**config.mk**
```make
export PLATFORM = sky130hd
export DESIGN_NAME = conveyor_sort_sequencer
export DESIGN_NICKNAME = d
export VERILOG_FILES = /design/src/sv/cnvs_pkg.sv /design/src/sv/cnvs_line.sv /design/src/sv/cnvs_queue.sv /design/src/sv/conveyor_sort_sequencer.sv
export VERILOG_INCLUDE_DIRS = /design/src /design/src/sv
export SDC_FILE = /design/constraint.sdc
export NUM_CORES = 1
export LEC_CHECK = 0
export ABC_CLOCK_PERIOD_IN_PS = 9900
export BUFFER_PORTS_ARGS = -buffer_cell sky130_fd_sc_hd__buf_4
export CORE_UTILIZATION = 60
export CTS_CLUSTER_SIZE = 16
export DETAILED_ROUTE_END_ITERATION = 12
export HOLD_SLACK_MARGIN = 0.03
export PLACE_DENSITY = 0.78
export SLEW_MARGIN = 20
export SYNTH_ARGS = -nofsm -noshare
export SYNTH_HDL_FRONTEND = slang
export SYNTH_SLANG_ARGS = --single-unit
```
**constraint.sdc**
```tcl
create_clock -name clock -period 9.9 [get_ports clock]
set_clock_uncertainty 0.1 [all_clocks]
set_input_delay 0.495 -clock clock [delete_from_list [all_inputs] [get_ports clock]]
set_output_delay 0.495 -clock clock [all_outputs]
set_load 0.02 [all_outputs]
```
**src/sv/conveyor_sort_sequencer_macros.svh**
```systemverilog
// Assertion macros shared by the conveyor sort sequencer RTL.
// Depends on signals named clock and reset in the module that uses them.
`ifndef CONVEYOR_SORT_SEQUENCER_MACROS_SVH
`define CONVEYOR_SORT_SEQUENCER_MACROS_SVH

// same-cycle implication
`define CNVS_ASSERT(lbl, ante, cons, msg) \
   lbl: assert property (@(posedge clock) disable iff (reset) (ante) |-> (cons)) else $error(msg);

// next-cycle implication
`define CNVS_ASSERT_NEXT(lbl, ante, cons, msg) \
   lbl: assert property (@(posedge clock) disable iff (reset) (ante) |=> (cons)) else $error(msg);

`endif

```
**src/sv/cnvs_pkg.sv**
```systemverilog
// Package for the conveyor sort sequencer: sizes, codes, beat-side structs.
// Used by cnvs_line, cnvs_queue and conveyor_sort_sequencer; depends on nothing.
package cnvs_pkg;

   localparam int QUEUE_DEPTH = 128;
   localparam int Q_IDX_W     = $clog2(QUEUE_DEPTH);
   localparam int Q_CNT_W     = $clog2(QUEUE_DEPTH + 1);
   localparam int DATA_W      = 16;
   localparam int BYTE_W      = 8;
   localparam int MODE_W      = 3;
   localparam int MSG_W       = 3;
   localparam int COUNT_W     = 8;
   localparam int CSR_IDX_W   = 2;

   localparam logic [MODE_W-1:0] MODE_RUN        = 3'd0;
   localparam logic [MODE_W-1:0] MODE_CLASSIFY   = 3'd1;
   localparam logic [MODE_W-1:0] MODE_SORT_OUT   = 3'd2;
   localparam logic [MODE_W-1:0] MODE_SORT_BACK  = 3'd3;
   localparam logic [MODE_W-1:0] MODE_HOME       = 3'd4;
   localparam logic [MODE_W-1:0] MODE_RESET_WAIT = 3'd5;

   localparam logic [MSG_W-1:0] MSG_NONE       = 3'd0;
   localparam logic [MSG_W-1:0] MSG_SCANNING   = 3'd1;
   localparam logic [MSG_W-1:0] MSG_SORTING    = 3'd2;
   localparam logic [MSG_W-1:0] MSG_SPEED_SET  = 3'd3;
   localparam logic [MSG_W-1:0] MSG_SPEED_BAD  = 3'd4;
   localparam logic [MSG_W-1:0] MSG_DO_NOTHING = 3'd5;

   localparam logic [CSR_IDX_W-1:0] CSR_SLIDER_POWER  = 2'd0;
   localparam logic [CSR_IDX_W-1:0] CSR_SPEED_LIMIT   = 2'd1;
   localparam logic [CSR_IDX_W-1:0] CSR_DEFAULT_SPEED = 2'd2;

   localparam logic [DATA_W-1:0] SLIDER_POWER_RST  = 16'd50000;
   localparam logic [DATA_W-1:0] SPEED_LIMIT_RST   = 16'd50000;
   localparam logic [DATA_W-1:0] DEFAULT_SPEED_RST = 16'd15000;

   localparam logic [BYTE_W-1:0] CHAR_CR = 8'h0D;
   localparam logic [BYTE_W-1:0] CHAR_LF = 8'h0A;
   localparam logic [BYTE_W-1:0] CHAR_N  = 8'h6E;
   localparam logic [BYTE_W-1:0] CHAR_D  = 8'h64;
   localparam logic [BYTE_W-1:0] CHAR_0  = 8'h30;
   localparam logic [BYTE_W-1:0] CHAR_9  = 8'h39;
   localparam logic [BYTE_W-1:0] WORD_LEN = 8'd5;
   localparam logic [BYTE_W-1:0] POS_MAX  = 8'hFF;

   function automatic logic [BYTE_W-1:0] speed_char(input logic [2:0] p);
      logic [BYTE_W-1:0] c;
      unique case (p)
         3'd0: c = 8'h73;
         3'd1: c = 8'h70;
         3'd2: c = 8'h65;
         3'd3: c = 8'h65;
         3'd4: c = 8'h64;
         default: c = 8'h00;
      endcase
      return c;
   endfunction

   typedef struct packed {
      logic              step;
      logic              clear;
      logic              rx_valid;
      logic [BYTE_W-1:0] rx_byte;
   } line_ctrl_type;

   typedef struct packed {
      logic              pending;
      logic              first_n;
      logic              first_d;
      logic              speed_form;
      logic              speed_digits;
      logic [DATA_W-1:0] total;
   } line_status_type;

   typedef struct packed {
      logic push;
      logic push_bit;
      logic pop;
      logic clear;
   } queue_ctrl_type;

   typedef struct packed {
      logic [Q_CNT_W-1:0] fill;
      logic               full;
      logic               empty;
      logic               head_bit;
   } queue_status_type;

endpackage

```
**src/sv/cnvs_line.sv**
```systemverilog
// Command line assembler: collects UART bytes into one pending line.
// Depends on cnvs_pkg.
module cnvs_line (
   input  logic                     clock,
   input  logic                     reset,
   input  cnvs_pkg::line_ctrl_type   ctrl,
   output cnvs_pkg::line_status_type status
);
   import cnvs_pkg::*;

   logic [BYTE_W-1:0] first_ff, first_in;
   logic [BYTE_W-1:0] pos_ff, pos_in;
   logic              prefix_ff, prefix_in;
   logic [DATA_W-1:0] total_ff, total_in;
   logic              bad_ff, bad_in;
   logic              pending_ff, pending_in;
   logic [DATA_W-1:0] total_base;
   logic [DATA_W+3:0] product;
   logic [3:0]        digit;

   assign digit      = 4'(ctrl.rx_byte - CHAR_0);
   assign total_base = ctrl.clear ? '0 : total_ff;
   assign product    = ({4'd0, total_base} << 3) + ({4'd0, total_base} << 1)
                     + {16'd0, digit};

   always_comb begin
      first_in   = ctrl.clear ? '0 : first_ff;
      pos_in     = ctrl.clear ? '0 : pos_ff;
      prefix_in  = ctrl.clear ? 1'b0 : prefix_ff;
      total_in   = total_base;
      bad_in     = ctrl.clear ? 1'b0 : bad_ff;
      pending_in = ctrl.clear ? 1'b0 : pending_ff;
      if (ctrl.rx_valid && !pending_in) begin
         if (ctrl.rx_byte == CHAR_CR || ctrl.rx_byte == CHAR_LF) begin
            if (pos_in != '0) begin
               pending_in = 1'b1;
            end
         end else begin
            if (pos_in == '0) begin
               first_in = ctrl.rx_byte;
            end
            if (pos_in < WORD_LEN) begin
               prefix_in = (pos_in == '0 || prefix_in) &&
                           ctrl.rx_byte == speed_char(pos_in[2:0]);
            end else if (ctrl.rx_byte >= CHAR_0 && ctrl.rx_byte <= CHAR_9) begin
               total_in = (product[DATA_W+3:DATA_W] != '0) ? '1 : product[DATA_W-1:0];
            end else begin
               bad_in = 1'b1;
            end
            pos_in = (pos_in != POS_MAX) ? pos_in + 8'd1 : POS_MAX;
         end
      end
   end

   always_ff @(posedge clock) begin
      if (reset) begin
         first_ff   <= '0;
         pos_ff     <= '0;
         prefix_ff  <= 1'b0;
         total_ff   <= '0;
         bad_ff     <= 1'b0;
         pending_ff <= 1'b0;
      end else if (ctrl.step) begin
         first_ff   <= first_in;
         pos_ff     <= pos_in;
         prefix_ff  <= prefix_in;
         total_ff   <= total_in;
         bad_ff     <= bad_in;
         pending_ff <= pending_in;
      end
   end

   assign status.pending      = pending_ff;
   assign status.first_n      = (first_ff == CHAR_N);
   assign status.first_d      = (first_ff == CHAR_D);
   assign status.speed_form   = prefix_ff && (pos_ff >= WORD_LEN);
   assign status.speed_digits = (pos_ff > WORD_LEN) && !bad_ff;
   assign status.total        = total_ff;

endmodule

```
**src/sv/cnvs_queue.sv**
```systemverilog
// Decision queue: circular buffer of keep/reject bits with a prefetched head.
// Depends on cnvs_pkg.
module cnvs_queue (
   input  logic                      clock,
   input  logic                      reset,
   input  cnvs_pkg::queue_ctrl_type   ctrl,
   output cnvs_pkg::queue_status_type status
);
   import cnvs_pkg::*;

   logic               mem [QUEUE_DEPTH];
   logic [Q_IDX_W-1:0] head_ff, head_in;
   logic [Q_CNT_W-1:0] fill_ff, fill_in;
   logic               head_bit_ff;
   logic [Q_IDX_W:0]   slot_sum;
   logic [Q_IDX_W-1:0] wr_addr;

   assign slot_sum = {1'b0, head_ff} + (Q_IDX_W + 1)'(fill_ff);
   assign wr_addr  = (slot_sum >= (Q_IDX_W + 1)'(QUEUE_DEPTH))
                   ? Q_IDX_W'(slot_sum - (Q_IDX_W + 1)'(QUEUE_DEPTH))
                   : slot_sum[Q_IDX_W-1:0];

   always_comb begin
      head_in = head_ff;
      fill_in = fill_ff;
      priority if (ctrl.clear) begin
         head_in = '0;
         fill_in = '0;
      end else if (ctrl.pop) begin
         head_in = (head_ff == Q_IDX_W'(QUEUE_DEPTH - 1)) ? '0 : head_ff + 1'b1;
         fill_in = fill_ff - 1'b1;
      end else if (ctrl.push) begin
         fill_in = fill_ff + 1'b1;
      end
   end

   always_ff @(posedge clock) begin
      if (reset) begin
         head_ff <= '0;
         fill_ff <= '0;
      end else begin
         head_ff <= head_in;
         fill_ff <= fill_in;
      end
   end

   // read the new head every cycle, forward a write to the same slot
   always_ff @(posedge clock) begin
      if (ctrl.push) begin
         mem[wr_addr] <= ctrl.push_bit;
      end
      head_bit_ff <= (ctrl.push && wr_addr == head_in) ? ctrl.push_bit : mem[head_in];
   end

   assign status.fill     = fill_ff;
   assign status.full     = (fill_ff == Q_CNT_W'(QUEUE_DEPTH));
   assign status.empty    = (fill_ff == '0);
   assign status.head_bit = head_bit_ff;

endmodule

```
**src/sv/conveyor_sort_sequencer.sv**
```systemverilog
// Conveyor sort sequencer: one sensor/UART beat in, one output beat out.
// Response beat registered, valid in the cycle after the request beat is accepted; one beat
// per cycle unless rsp_stall stalls requests, set by the single mode register and one decision queue access per beat.
// Synchronous active-high reset: run mode, empty queue, registers to defaults.
// Depends on cnvs_pkg, cnvs_line, cnvs_queue and the assertion macro header.
`include "conveyor_sort_sequencer_macros.svh"

module conveyor_sort_sequencer (
   input  logic                              clock,
   input  logic                              reset,
   input  logic                              csr_write,
   input  logic [cnvs_pkg::CSR_IDX_W-1:0]    csr_index,
   input  logic [cnvs_pkg::DATA_W-1:0]       csr_data,
   input  logic                              req_valid,
   output logic                              req_stall,
   input  logic                              req_entry_clear,
   input  logic                              req_sort_clear,
   input  logic                              req_slider_at_front,
   input  logic                              req_slider_at_back,
   input  logic                              req_home_button,
   input  logic                              req_reset_button,
   input  logic                              req_rx_valid,
   input  logic [cnvs_pkg::BYTE_W-1:0]       req_rx_byte,
   output logic                              rsp_valid,
   input  logic                              rsp_stall,
   output logic [cnvs_pkg::DATA_W-1:0]       rsp_belt_speed,
   output logic [cnvs_pkg::DATA_W-1:0]       rsp_slider_drive,
   output logic                              rsp_slider_backward,
   output logic                              rsp_led_strip_on,
   output logic                              rsp_laser_on,
   output logic                              rsp_pusher_out,
   output logic [cnvs_pkg::COUNT_W-1:0]      rsp_queued_count,
   output logic [cnvs_pkg::MSG_W-1:0]        rsp_message
);
   import cnvs_pkg::*;

   logic [DATA_W-1:0] slider_power_ff, speed_limit_ff, default_speed_ff;
   logic [MODE_W-1:0] mode_ff, mode_in;
   logic              entry_off_ff, entry_off_in;
   logic              sort_off_ff, sort_off_in;
   logic [DATA_W-1:0] belt_ff, belt_in;
   logic              accept;
   logic              line_clear;
   logic [MSG_W-1:0]  msg;
   logic [Q_CNT_W-1:0] count_next;

   logic              rsp_valid_ff;
   logic [DATA_W-1:0] belt_out_ff, belt_out_in;
   logic [DATA_W-1:0] drive_ff, drive_in;
   logic              back_ff, back_in;
   logic              led_ff, led_in;
   logic              laser_ff, laser_in;
   logic              pusher_ff, pusher_in;
   logic [COUNT_W-1:0] count_ff;
   logic [MSG_W-1:0]  msg_ff;

   line_ctrl_type    line_ctrl;
   line_status_type  line_stat;
   queue_ctrl_type   q_ctrl;
   queue_status_type q_stat;

   assign req_stall = rsp_valid_ff && rsp_stall;
   assign accept    = req_valid && !req_stall;

   always_ff @(posedge clock) begin
      if (reset) begin
         slider_power_ff  <= SLIDER_POWER_RST;
         speed_limit_ff   <= SPEED_LIMIT_RST;
         default_speed_ff <= DEFAULT_SPEED_RST;
      end else if (csr_write) begin
         unique case (csr_index)
            CSR_SLIDER_POWER:  slider_power_ff  <= csr_data;
            CSR_SPEED_LIMIT:   speed_limit_ff   <= csr_data;
            CSR_DEFAULT_SPEED: default_speed_ff <= csr_data;
            default: ;
         endcase
      end
   end

   always_comb begin
      mode_in      = mode_ff;
      entry_off_in = entry_off_ff;
      sort_off_in  = sort_off_ff;
      belt_in      = belt_ff;
      msg          = MSG_NONE;
      line_clear   = 1'b0;
      q_ctrl       = '0;
      unique case (mode_ff)
         MODE_RESET_WAIT: begin
            if (!req_reset_button) begin
               mode_in      = MODE_RUN;
               entry_off_in = 1'b0;
               sort_off_in  = 1'b0;
               belt_in      = default_speed_ff;
               line_clear   = 1'b1;
               q_ctrl.clear = 1'b1;
            end
         end
         MODE_CLASSIFY: begin
            if (req_reset_button) begin
               mode_in = MODE_RESET_WAIT;
            end else if (line_stat.pending) begin
               if (line_stat.first_n) begin
                  msg = MSG_DO_NOTHING;
               end else begin
                  q_ctrl.push     = !q_stat.full;
                  q_ctrl.push_bit = !line_stat.first_d;
                  msg             = MSG_SCANNING;
               end
               line_clear = 1'b1;
               mode_in    = MODE_RUN;
            end
         end
         MODE_SORT_OUT: begin
            if (req_slider_at_front) begin
               mode_in = MODE_SORT_BACK;
            end
         end
         MODE_SORT_BACK, MODE_HOME: begin
            if (req_slider_at_back) begin
               mode_in = MODE_RUN;
            end
         end
         default: begin
            mode_in = MODE_RUN;
            priority if (req_reset_button) begin
               mode_in = MODE_RESET_WAIT;
            end else if (!req_entry_clear && !entry_off_ff) begin
               entry_off_in = 1'b1;
               mode_in      = MODE_CLASSIFY;
            end else if (!req_sort_clear && !q_stat.empty && !sort_off_ff) begin
               sort_off_in = 1'b1;
               q_ctrl.pop  = 1'b1;
               msg         = MSG_SORTING;
               if (q_stat.head_bit) begin
                  mode_in = MODE_SORT_OUT;
               end
            end else if (req_home_button) begin
               mode_in = MODE_HOME;
            end else if (line_stat.pending && line_stat.speed_form) begin
               if (line_stat.speed_digits && line_stat.total <= speed_limit_ff) begin
                  belt_in = line_stat.total;
                  msg     = MSG_SPEED_SET;
               end else begin
                  msg = MSG_SPEED_BAD;
               end
               line_clear = 1'b1;
            end
            if (req_entry_clear) begin
               entry_off_in = 1'b0;
            end
            if (req_sort_clear) begin
               sort_off_in = 1'b0;
            end
         end
      endcase
      q_ctrl.push  = q_ctrl.push && accept;
      q_ctrl.pop   = q_ctrl.pop && accept;
      q_ctrl.clear = q_ctrl.clear && accept;
   end

   always_comb begin
      belt_out_in = '0;
      drive_in    = '0;
      back_in     = 1'b0;
      led_in      = 1'b0;
      laser_in    = 1'b1;
      pusher_in   = 1'b0;
      unique case (mode_in)
         MODE_CLASSIFY: begin
            led_in    = 1'b1;
            laser_in  = 1'b0;
            pusher_in = 1'b1;
         end
         MODE_SORT_OUT: begin
            drive_in = slider_power_ff;
         end
         MODE_SORT_BACK: begin
            drive_in = slider_power_ff;
            back_in  = 1'b1;
         end
         MODE_HOME: begin
            belt_out_in = belt_in;
            drive_in    = slider_power_ff;
            back_in     = 1'b1;
         end
         MODE_RESET_WAIT: ;
         default: begin
            belt_out_in = belt_in;
         end
      endcase
   end

   assign count_next = q_ctrl.clear ? '0
                     : q_stat.fill + Q_CNT_W'(q_ctrl.push) - Q_CNT_W'(q_ctrl.pop);

   assign line_ctrl.step     = accept;
   assign line_ctrl.clear    = line_clear;
   assign line_ctrl.rx_valid = req_rx_valid;
   assign line_ctrl.rx_byte  = req_rx_byte;

   cnvs_line u_line (
      .clock  (clock),
      .reset  (reset),
      .ctrl   (line_ctrl),
      .status (line_stat)
   );

   cnvs_queue u_queue (
      .clock  (clock),
      .reset  (reset),
      .ctrl   (q_ctrl),
      .status (q_stat)
   );

   always_ff @(posedge clock) begin
      if (reset) begin
         mode_ff      <= MODE_RUN;
         entry_off_ff <= 1'b0;
         sort_off_ff  <= 1'b0;
         belt_ff      <= DEFAULT_SPEED_RST;
         rsp_valid_ff <= 1'b0;
      end else begin
         if (accept) begin
            mode_ff      <= mode_in;
            entry_off_ff <= entry_off_in;
            sort_off_ff  <= sort_off_in;
            belt_ff      <= belt_in;
            rsp_valid_ff <= 1'b1;
         end else if (!rsp_stall) begin
            rsp_valid_ff <= 1'b0;
         end
      end
   end

   always_ff @(posedge clock) begin
      if (accept) begin
         belt_out_ff <= belt_out_in;
         drive_ff    <= drive_in;
         back_ff     <= back_in;
         led_ff      <= led_in;
         laser_ff    <= laser_in;
         pusher_ff   <= pusher_in;
         count_ff    <= COUNT_W'(count_next);
         msg_ff      <= msg;
      end
   end

   assign rsp_valid           = rsp_valid_ff;
   assign rsp_belt_speed      = belt_out_ff;
   assign rsp_slider_drive    = drive_ff;
   assign rsp_slider_backward = back_ff;
   assign rsp_led_strip_on    = led_ff;
   assign rsp_laser_on        = laser_ff;
   assign rsp_pusher_out      = pusher_ff;
   assign rsp_queued_count    = count_ff;
   assign rsp_message         = msg_ff;

   `CNVS_ASSERT(a_fill_bound, 1'b1, q_stat.fill <= Q_CNT_W'(QUEUE_DEPTH), "queue overfilled")
   `CNVS_ASSERT_NEXT(a_pop_fill, q_ctrl.pop, q_stat.fill == $past(q_stat.fill) - 1'b1, "pop lost")
   `CNVS_ASSERT_NEXT(a_classify_done, accept && mode_ff == MODE_CLASSIFY && !req_reset_button && line_stat.pending, mode_ff == MODE_RUN && !line_stat.pending, "classification not consumed")

endmodule

```
Word-level counts from Yosys, hierarchy flattened
Memories as Yosys holds them, arrays and structs flattened. A register that Yosys moved wholly into a read port is not among the register bits.
Index checks and enable logic that the tools add are counted.
{"block": "word_totals", "ramBits": 128, "n_memories": 1, "out_inout_bits": 49, "register_bits": 166, "input_bits": 38, "elab_cells": 224}
{"memory": "u_queue.mem", "words": 128, "word_bits": 1, "read_ports": 1, "rd_ports_with_merged_regs": 1, "wr": 1, "line": "cnvs_queue.sv:11", "rtl": "logic mem [QUEUE_DEPTH];"}
{"block": "op_classes", "order_cmp": 7, "bitwise_logic": 1, "n_mux": 101, "addsub": 11, "reduce_logical": 51, "eq_ne": 29}
{"cell": "2-to-1 mux 16 bit", "n": 13}
{"cell": "2-to-1 mux 8 bit", "n": 13}
{"cell": "2-to-1 mux 3 bit", "n": 18}
{"cell": "2-to-1 mux 1 bit", "n": 41}
{"cell": "one-hot mux 16 bit (2 select lines)", "n": 1}
{"cell": "2-to-1 mux 7 bit", "n": 4}
{"cell": "one-hot mux 7 bit (4 select lines)", "n": 1}
{"cell": "adder 19 x 17 -> 20 bit", "n": 1}
{"cell": "adder 20 x 4 -> 20 bit", "n": 1}
{"cell": "equality test 3 x 2 -> 1 bit, second input constant", "n": 6}
{"cell": "adder 8 x 1 -> 8 bit, second input constant", "n": 2}
{"cell": "equality test 8 x 4 -> 1 bit, second input constant", "n": 2}
{"cell": "equality test 8 x 7 -> 1 bit, second input constant", "n": 2}
{"cell": "less-or-equal comparator 16 bit", "n": 1}
{"cell": "zero test 8 bit", "n": 2}
{"cell": "equality test 3 bit, second input constant", "n": 5}
{"cell": "logical AND 1 bit", "n": 15}
{"cell": "one-hot mux 3 bit (4 select lines)", "n": 1}
{"cell": "OR reduction 4 bit", "n": 3}
{"cell": "zero test 1 bit", "n": 10}
{"cell": "2-to-1 mux 2 bit", "n": 5}
{"cell": "equality test 3 x 1 -> 1 bit, second input constant", "n": 3}
{"cell": "adder 7 x 8 -> 8 bit", "n": 1}
{"cell": "adder 8 x 1 -> 8 bit", "n": 1}
{"cell": "37 further kinds", "n": 48}

Logic depth before layout (Yosys ltp)
Gate-level depths: netlist of the first run.
{"block": "logic_depth", "word_depth": 21, "mapped_depth": 19, "ltp_nobuf": 18}

Modules after synthesis
A second synthesis of the first run with hierarchy kept.
{"block": "hier_totals", "cells_unflattened": 1589, "area_unflattened_um2": 15796.4}
{"mod": "cnvs_queue", "n_inst": 1, "area_per_inst_um2": 7050.5, "cells_per_inst": 589, "seq_area_each_um2": 4284.1}
{"mod": "conveyor_sort_sequencer", "n_inst": 1, "area_per_inst_um2": 5614.1, "cells_per_inst": 602, "seq_area_each_um2": 2782.7}
{"mod": "cnvs_line", "n_inst": 1, "area_per_inst_um2": 3131.8, "cells_per_inst": 398, "seq_area_each_um2": 700.7}

Least setup slack after synthesis of the first run
Ideal clock, no wire load.
{"block": "synth_timing", "path_type": "input to register", "from": "in req_reset_button", "to": "mem u_queue.mem[0] (data pin)", "stages": 4, "arrival_ns": 4.465, "required_time_ns": 8.910, "path_buffers": 1, "slack_ns": 4.445, "setup_ns": 0.890, "cell_sequence": "clkbuf_1 -> nor3_1 -> nand3b_1 -> a21oi_1"}
{"item": "from (decl)", "line": "conveyor_sort_sequencer.sv:21", "rtl": "input logic req_reset_button,"}
{"item": "to (decl)", "line": "cnvs_queue.sv:11"}

Worst setup path after layout of the first run
{"block": "layout_timing", "from": "reg u_queue.fill_ff[2]", "to": "reg u_line.total_ff[15]"}
{"block": "layout_via", "elab_chain_len": 17, "elab_cells_between_ends": 22, "cone_classes": "2 x add/sub; 1 x order compare; 12 x mux; 7 x reduce/logical"}
{"item": "from (decl)", "line": "cnvs_queue.sv:13", "rtl": "logic [Q_CNT_W-1:0] fill_ff, fill_in;"}
{"item": "from (signal assigned)", "line": "cnvs_queue.sv:43", "rtl": "fill_ff <= fill_in;"}
{"item": "zero test 8 bit *", "line": "cnvs_queue.sv:57", "rtl": "assign status.empty = (fill_ff == '0);"}
{"item": "zero test 1 bit *", "line": "conveyor_sort_sequencer.sv:131", "rtl": "end else if (!req_sort_clear && !q_stat.empty && !sort_off_ff) begin"}
{"item": "logical AND 1 bit * (2 in a row)", "line": "conveyor_sort_sequencer.sv:131"}
{"item": "2-to-1 mux 1 bit *", "line": "conveyor_sort_sequencer.sv:131"}
{"item": "2-to-1 mux 1 bit *", "line": "conveyor_sort_sequencer.sv:128", "rtl": "end else if (!req_entry_clear && !entry_off_ff) begin"}
{"item": "2-to-1 mux 1 bit *", "line": "conveyor_sort_sequencer.sv:126", "rtl": "priority if (req_reset_button) begin"}
{"item": "one-hot mux 1 bit (3 select lines) *", "line": "conveyor_sort_sequencer.sv:88", "rtl": "unique case (mode_ff)"}
{"item": "2-to-1 mux 16 bit", "line": "cnvs_line.sv:22", "rtl": "assign total_base = ctrl.clear ? '0 : total_ff;"}
{"item": "adder 19 x 17 -> 20 bit", "line": "cnvs_line.sv:23", "rtl": "assign product = ({4'd0, total_base} << 3) + ({4'd0, total_base} << 1)"}
{"item": "adder 20 x 4 -> 20 bit", "line": "cnvs_line.sv:24", "rtl": "+ {16'd0, digit};"}
{"item": "nonzero test 4 bit", "line": "cnvs_line.sv:46", "rtl": "total_in = (product[DATA_W+3:DATA_W] != '0) ? '1 : product[DATA_W-1:0];"}
{"item": "2-to-1 mux 16 bit", "line": "cnvs_line.sv:46"}
{"item": "2-to-1 mux 16 bit", "line": "cnvs_line.sv:45", "rtl": "end else if (ctrl.rx_byte >= CHAR_0 && ctrl.rx_byte <= CHAR_9) begin"}
{"item": "2-to-1 mux 16 bit", "line": "cnvs_line.sv:42", "rtl": "if (pos_in < WORD_LEN) begin"}
{"item": "2-to-1 mux 16 bit", "line": "cnvs_line.sv:34", "rtl": "if (ctrl.rx_byte == CHAR_CR || ctrl.rx_byte == CHAR_LF) begin"}
{"item": "2-to-1 mux 16 bit *", "line": "cnvs_line.sv:33", "rtl": "if (ctrl.rx_valid && !pending_in) begin"}
{"item": "to (signal assigned)", "line": "cnvs_line.sv:67", "rtl": "total_ff <= total_in;"}
{"item": "to (decl)", "line": "cnvs_line.sv:14", "rtl": "logic [DATA_W-1:0] total_ff, total_in;"}
Every way passes the cells marked *; elsewhere a longest branch is shown, timed or not.
A chain may end at the register's enable or synchronous reset.

==> impl_metrics.py, run 1 <==
metrics = {
    "cts": {
        "cts_sinks": 301,
        "numCtsBuffers": 31,
        "clock_latency_ps": 570,
        "cts_root_buf": "clkbuf_16",
        "path_clk_slew_ps": 60,
        "post_cts_buffers": 0,
        "clk_path_buf_depth": 3,
        "cts_max_level": 1,
        "ctsResizeCount": 0,
        "cts_tree": "yes",
        "cts_hold_buf": 0,
    },
    "detailed_routing": {
        "ant_nets": 0,
        "drt_iter0_markers": 894,
        "vias": 11700,
        "first_pass_iters": 5,
        "routed_wl_um": 37200,
        "routed_via_density": 6.17,
        "drc": 0,
        "wl_per_cell_um": 19.7,
    },
    "sta": {
        "setup_viol": 0,
        "hold_violations": 0,
        "drv_slew": 0,
        "slew_headroom": 0.281,
        "fin_crit_ps": 5480,
        "rsz0062_at_grt": "no",
        "final.period_utilization": 0.553,
        "fin_hold_ws_ps": 50.3,
        "fmax_ghz": 0.183,
        "final.setup.tns_ps": 0,
        "tightest_slew_ps": 1080,
    },
    "power": {
        "power_w": 0.00271,
        "p_leak_nw": 6.45,
        "peakVddDrop_mv": 0.178,
        "power_density_nw_per_um2": 158,
    },
    "global_route": {
        "grt_pass1_vias": 11600,
        "grt_overflow": 0,
        "grt.total_usage": 0.285,
        "met3_usage": 0.0393,
        "met2_usage": 0.512,
        "grt_util_met1": 0.335,
        "grt-busiest-layer": "met2",
        "grt_pass1_wl_um": 59100,
        "grt_max_degree": 129,
        "antenna_found_initial": 2,
    },
    "logic_synthesis": {
        "syn_nets": 1594,
        "synth_edf_count": 174,
        "synth_top_area_frac": 0.339,
        "synth_xor_xnor_area_share": 0.0205,
        "yosysTopAreaCell": "edfxtp_1",
        "synth-simple-area-share": 0.171,
        "synth_seq_cells": 301,
        "synthAdderAreaFrac": 0.0690,
        "synth_compound_area_frac": 0.137,
        "syn_avg_cell_area_um2": 10.5,
        "yosysSeqAreaShare": 0.504,
        "synth.most_common_cell": "nor2_1",
        "synth_warnings": 0,
        "ys.flop_type": "edfxtp_1",
        "synth_area_leaders": "edfxtp_1 34%, dfxtp_1 16%, ha_1 6.3%",
        "synth_commonest_cells": "215 x nor2_1, 180 x nand2_1, 174 x edfxtp_1",
        "synthArstFlopShare": 0,
        "syn-cell-area_um2": 15400,
        "synth.distinct_cells": 83,
        "syn_inst": 1474,
        "synthMuxAreaShare": 0.0632,
        "synth_top_family_by_area": "simple AND/OR/NAND/NOR gates",
    },
    "job": {
        "cap_violations": 0,
    },
    "setup_path": {
        "cp_slowest_cell": "or4_1",
        "endpoint_kind": "flop",
        "r2r_cells": 17,
        "path_buf_inv": 2,
        "worstPathCellList": "inv_1, ha_1, and4bb_2, a211oi_2, or4_1, nand2_1, nor2_1, fa_1, inv_1, fa_1, nor2b_1, o31a_1, o311a_1, o31a_1, a221o_1, nor3_1, o32ai_1",
        "r2r-end": "u_line.total_ff[15]",
        "cp-start-kind": "flop",
        "critical_path_class": "reg2reg",
        "crit_path_max_incr_delay_ps": 660,
        "rr_startpoint": "u_queue.fill_ff[2]",
        "required_ps": 10200,
        "r2r_slack_ps": 4420,
        "worstPathArrival_ps": 5780,
        "worstPathMaxFanout": 21,
        "crit_family": "compound AO/OA/AOI/OAI gates",
    },
    "floorplan": {
        "row_count": 58,
        "io_pins": 87,
        "core_um2": 25200,
        "die_w_um": 162,
        "die_h_um": 162,
        "initial_core_util": 0.612,
        "fp.dieArea_um2": 26300,
    },
    "place": {
        "place_inst": 1831,
        "portBuffers": 86,
        "place_congestion": 0.908,
        "dp_hpwl_um": 25400,
    },
    "hold_path": {
        "min_path_type": "in2reg",
        "hold_path_depth": 2,
        "min-delay-start": "req_valid",
        "hold_end": "rsp_valid",
    },
    "finish": {
        "final_nets": 1655,
        "area_delta_synth_final_pct": 11.7,
        "finalNonFillerCells": 1890,
        "drive_gt1_frac": 0.145,
    },
    "outcome": {
        "status": "finished clean",
    },
}
## report_power, final
group | switching, W | internal [W]
combinational | 0.000127 | 0.0000814
clock | 0.000474 | 0.000661
sequential | 0.0000202 | 0.00135
## layer usage
| layer | wire length [um] | up-vias |
|---|---|---|
| met4 | 1550 | 0 |
| met3 | 1880 | 108 |
| met1 | 14600 | 5653 |
| met5 | 0 | - |
| met2 | 19200 | 391 |
| li1 | - | 5500 |
## worst reg2reg max path, delay by kind of cell (launching register included)
family | cells | cell delay (ps)
AOI/OAI and AO/OA | 6 | 2070
and+or+nand+nor | 6 | 1680
adders and majority gates | 3 | 870
DFF | 1 | 420
buffers and inverters | 2 | 190
## worst max path at each step
stage,startpoint,endpoint,slack (ps),cells after the start
6_report,u_queue.fill_ff[2],u_line.total_ff[15],4420,17
4_1_cts,u_queue.fill_ff[2],u_line.total_ff[15],4440,17
3_3_place_gp,u_queue.fill_ff[4],u_line.total_ff[15],4650,17
2_1_floorplan,req_reset_button,u_queue.mem[0],4450,4
5_1_grt,u_queue.fill_ff[2],u_line.total_ff[14],4020,17
3_5_place_dp,u_queue.fill_ff[2],u_line.total_ff[15],4490,17
## registers in the layout, summed over array words and instances, names as in the netlist, 3 cells and up, named ones only
name,cells
belt_ff,16
default_speed_ff,16
mode_ff,3
rsp_belt_speed,16
rsp_message,3
rsp_queued_count,8
rsp_slider_drive,16
slider_power_ff,16
speed_limit_ff,16
u_line.first_ff,8
u_line.pos_ff,8
u_line.total_ff,16
u_queue.fill_ff,8
u_queue.head_ff,7
u_queue.mem,128
## cells in the final DEF, fill, tap and decap left out, types with 11 or more instances in the layout
cell type / netlist / layout
mux4_2: 34 / 34
mux2i_1: 13 / 13
nor2_1: 215 / 215
clkbuf_1: 49 / 11
a21o_1: 11 / 11
nand2_1: 180 / 180
a22oi_1: 15 / 15
inv_1: 53 / 52
and2_1: 21 / 21
dfxtp_1: 127 / 126
o211ai_1: 11 / 11
xnor2_1: 20 / 20
clkbuf_16: 0 / 31
edfxtp_1: 174 / 174
ha_1: 77 / 77
o2bb2ai_1: 12 / 12
o21ai_0: 38 / 38
a21oi_1: 85 / 84
xor2_1: 16 / 16
nand3_1: 52 / 52
nor3_1: 16 / 16
buf_4: 3 / 96
and3_1: 18 / 18
a31oi_1: 16 / 16
## per-stage QoR
| stage | utilization | worst slack [ps] | area (um2) |
|---|---|---|---|
| after floorplan | - | 4450 | 15400 |
| after global placement | 0.644 | 4650 | 16200 |
| after detailed placement | 0.644 | 4490 | 16200 |
| after CTS | 0.683 | 4440 | 17200 |
| after global routing | 0.684 | 4020 | 17200 |
| final | 0.684 | 4420 | 17200 |
## layout make-up
class	instances	area [um2]
fill	1918	7960
sequential	301	7770
multi-input combinational	1050	7120
clock buffer	43	831
timing repair buffer	97	741
tap	330	413
inverter	54	203
clock inverter	13	143
antenna	2	5.00
## kinds of logic (layout without fill, tap and decap cells)
family | count (synthesis) | count (layout)
adder cells (fa/ha/maj) | 82 | 82
AO/OA/AOI/OAI | 302 | 302
XOR/XNOR | 36 | 36
flip-flops | 301 | 301
multiplexers | 54 | 54
other | 0 | 2
AND/OR/NAND/NOR | 576 | 576
buffers and inverters | 123 | 207
Note: power is estimated with default switching activity, not from simulation.
==> run 2, diff against run 1 <==
--- a/config.mk
+++ b/config.mk
@@ -6,7 +6,7 @@
 export SDC_FILE = /design/constraint.sdc
 export NUM_CORES = 1
 export LEC_CHECK = 0
-export ABC_CLOCK_PERIOD_IN_PS = 9900
+export ABC_CLOCK_PERIOD_IN_PS = 5700
 export BUFFER_PORTS_ARGS = -buffer_cell sky130_fd_sc_hd__buf_4
 export CORE_UTILIZATION = 60
 export CTS_CLUSTER_SIZE = 16
==> constraint.sdc (replaced) <==
create_clock -name clock -period 5.7 [get_ports clock]
set_clock_uncertainty 0.1 [all_clocks]
set_input_delay 0.285 -clock clock [delete_from_list [all_inputs] [get_ports clock]]
set_output_delay 0.285 -clock clock [all_outputs]
set_load 0.02 [all_outputs]
==> impl_metrics.py, run 2 (same netlist as run 1, synthesis figures left out) <==
metrics = {
    "outcome": {
        "status": "finished clean",
    },
    "power": {
        "pwr-share-seq": 0.502,
        "peakVddDrop_mv": 0.314,
        "p_leak_nw": 6.63,
        "power_w": 0.00473,
        "pwr-share-comb": 0.081,
        "switching_share": 0.232,
        "power_density_nw_per_um2": 270,
        "clockPowerShare": 0.417,
        "switching_power_w": 0.00110,
        "p_int_w": 0.00364,
    },
    "global_route": {
        "grt_overflow": 0,
        "grt_max_degree": 129,
        "grt-busiest-layer": "met2",
        "grt.total_usage": 0.290,
        "grt_pass1_wl_um": 60300,
        "met3_usage": 0.0327,
        "met2_usage": 0.529,
        "antenna_found_initial": 1,
        "grt_util_met1": 0.343,
        "grt_pass1_vias": 11900,
    },
    "finish": {
        "final_area_um2": 17500,
        "final_cell_mix": "215 x nor2_1, 180 x nand2_1, 174 x edfxtp_1, 126 x dfxtp_1, 100 x buf_4",
        "largest_reg_flops": 128,
        "largest_register": "u_queue.mem",
        "fillers": 1843,
        "fin_util": 0.697,
        "final_nets": 1688,
        "area_delta_synth_final_pct": 13.8,
        "drive_gt1_frac": 0.147,
        "mostFrequentLayoutCell": "nor2_1",
    },
    "sta": {
        "drv_slew": 0,
        "rsz0062_at_grt": "no",
        "slew_headroom": 0.259,
        "final.setup.tns_ps": 0,
        "setup_viol": 0,
        "tightest_slew_ps": 1110,
        "fmax_ghz": 0.192,
        "fin_crit_ps": 5210,
        "final.period_utilization": 0.914,
        "hold_violations": 0,
    },
    "setup_path": {
        "crit_family": "compound AO/OA/AOI/OAI gates",
        "worstPathMaxFanout": 16,
        "r2r_slack_ps": 490,
        "crit_path_max_incr_delay_ps": 560,
        "path_buf_inv": 2,
        "cp_slowest_cell": "a221o_1",
        "rr_startpoint": "u_queue.fill_ff[4]",
        "required_ps": 6010,
        "worstPathCellList": "inv_1, ha_1, and4bb_2, a211oi_2, or4_1, nand2_1, nor2_1, fa_1, inv_1, fa_1, nor2b_1, o31a_1, o311a_1, o31a_1, a221o_1, nor3_1, o32ai_1",
        "endpoint_kind": "flop",
        "worstPathArrival_ps": 5520,
        "cp-start-kind": "flop",
        "r2r-end": "u_line.total_ff[15]",
        "critical_path_class": "reg2reg",
        "r2r_cells": 17,
    },
    "hold_path": {
        "min-delay-start": "csr_index[1]",
        "hold_end": "slider_power_ff[0]",
        "min_path_type": "in2reg",
        "hold_path_depth": 5,
    },
    "floorplan": {
        "core_um2": 25200,
        "io_pins": 87,
        "die_w_um": 162,
        "fp.dieArea_um2": 26300,
        "initial_core_util": 0.612,
        "die_h_um": 162,
        "row_count": 58,
    },
    "place": {
        "place_area_um2": 16300,
        "dp_hpwl_um": 25400,
        "portBuffers": 86,
        "place_congestion": 0.886,
    },
    "cts": {
        "clk_path_buf_depth": 3,
        "cts_root_buf": "clkbuf_16",
        "cts_tree": "yes",
        "ctsResizeCount": 0,
        "clock_latency_ps": 550,
        "cts_max_level": 1,
        "cts_sinks": 301,
        "numCtsBuffers": 31,
        "path_clk_slew_ps": 60,
    },
    "detailed_routing": {
        "drt_iter0_markers": 927,
        "vias": 11800,
        "routed_wl_um": 37600,
        "ant_nets": 0,
        "wl_per_cell_um": 19.5,
        "drc": 0,
        "first_pass_iters": 8,
        "routed_via_density": 6.12,
    },
    "job": {
        "cap_violations": 0,
    },
}
[run 2: changes by cell type in the layout (fill, tap and decap cells not counted)]
cell / previous run / this run
diode_2: 2 / 1
buf_4: 96 / 100
dlygate4sd3_1: 0 / 30
clkbuf_1: 11 / 10
buf_12: 1 / 0
bufinv_16: 3 / 2
clkinv_2: 4 / 6
clkinv_1: 4 / 2
clkbuf_8: 1 / 3
clkinv_4: 0 / 2
[run 2: worst max-delay path by stage]
| stage | startpoint | end | cells after the start |
|---|---|---|---|
| floorplan | mode_ff[0] | u_queue.mem[0] | 5 |
| global placement | u_queue.fill_ff[2] | u_line.total_ff[15] | 17 |
| detailed placement | u_queue.fill_ff[2] | u_line.total_ff[15] | 17 |
| CTS | u_queue.fill_ff[2] | u_line.total_ff[15] | 17 |
| global route | u_queue.fill_ff[4] | u_line.total_ff[15] | 17 |
| finish | u_queue.fill_ff[4] | u_line.total_ff[15] | 17 |
[run 2: final cells by class]
class	count	area, um2	area share
tap	330	413	0.0235
timing repair buffer	130	1050	0.0599
inverter	54	203	0.0116
multi-input combinational	1050	7120	0.406
clock inverter	14	133	0.00756
sequential	301	7770	0.443
clock buffer	44	855	0.0487
antenna	1	2.50	0.000143
[run 2: power groups by stage]
stage                     sequential [W]  combinational (W)  clock (W)
after detailed placement         0.00242           0.000362          0
after CTS                        0.00238           0.000381    0.00199
after floorplan                  0.00245           0.000210          0
after global placement           0.00242           0.000353          0
after global routing             0.00238           0.000414    0.00208
final                            0.00238           0.000383    0.00197
[run 2: metal layers]
metal,vias to the layer above,wire [um]
li1,5544,-
met1,5665,14600
met2,452,19200
met3,111,2120
met4,0,1610
met5,-,0
[run 2: metrics by stage]
stage,cells,hold slack [ps],worst slack (ps)
after CTS,1923,123,512
after global routing,1924,153,175
after floorplan,1474,309,333
final,1924,134,490
after global placement,1835,337,734
after detailed placement,1835,347,560
[run 2: timing repair]
item,4_1_cts,5_1_grt
setup buffers,0,0
endpoints found under the hold margin,61,0
hold buffers,30,0
[run 2: worst min-delay path, stage by stage]
cell and delay [ps]:
buf_4 100, nor3b_1 50, buf_4 180, nand2_1 80, a21oi_1 50
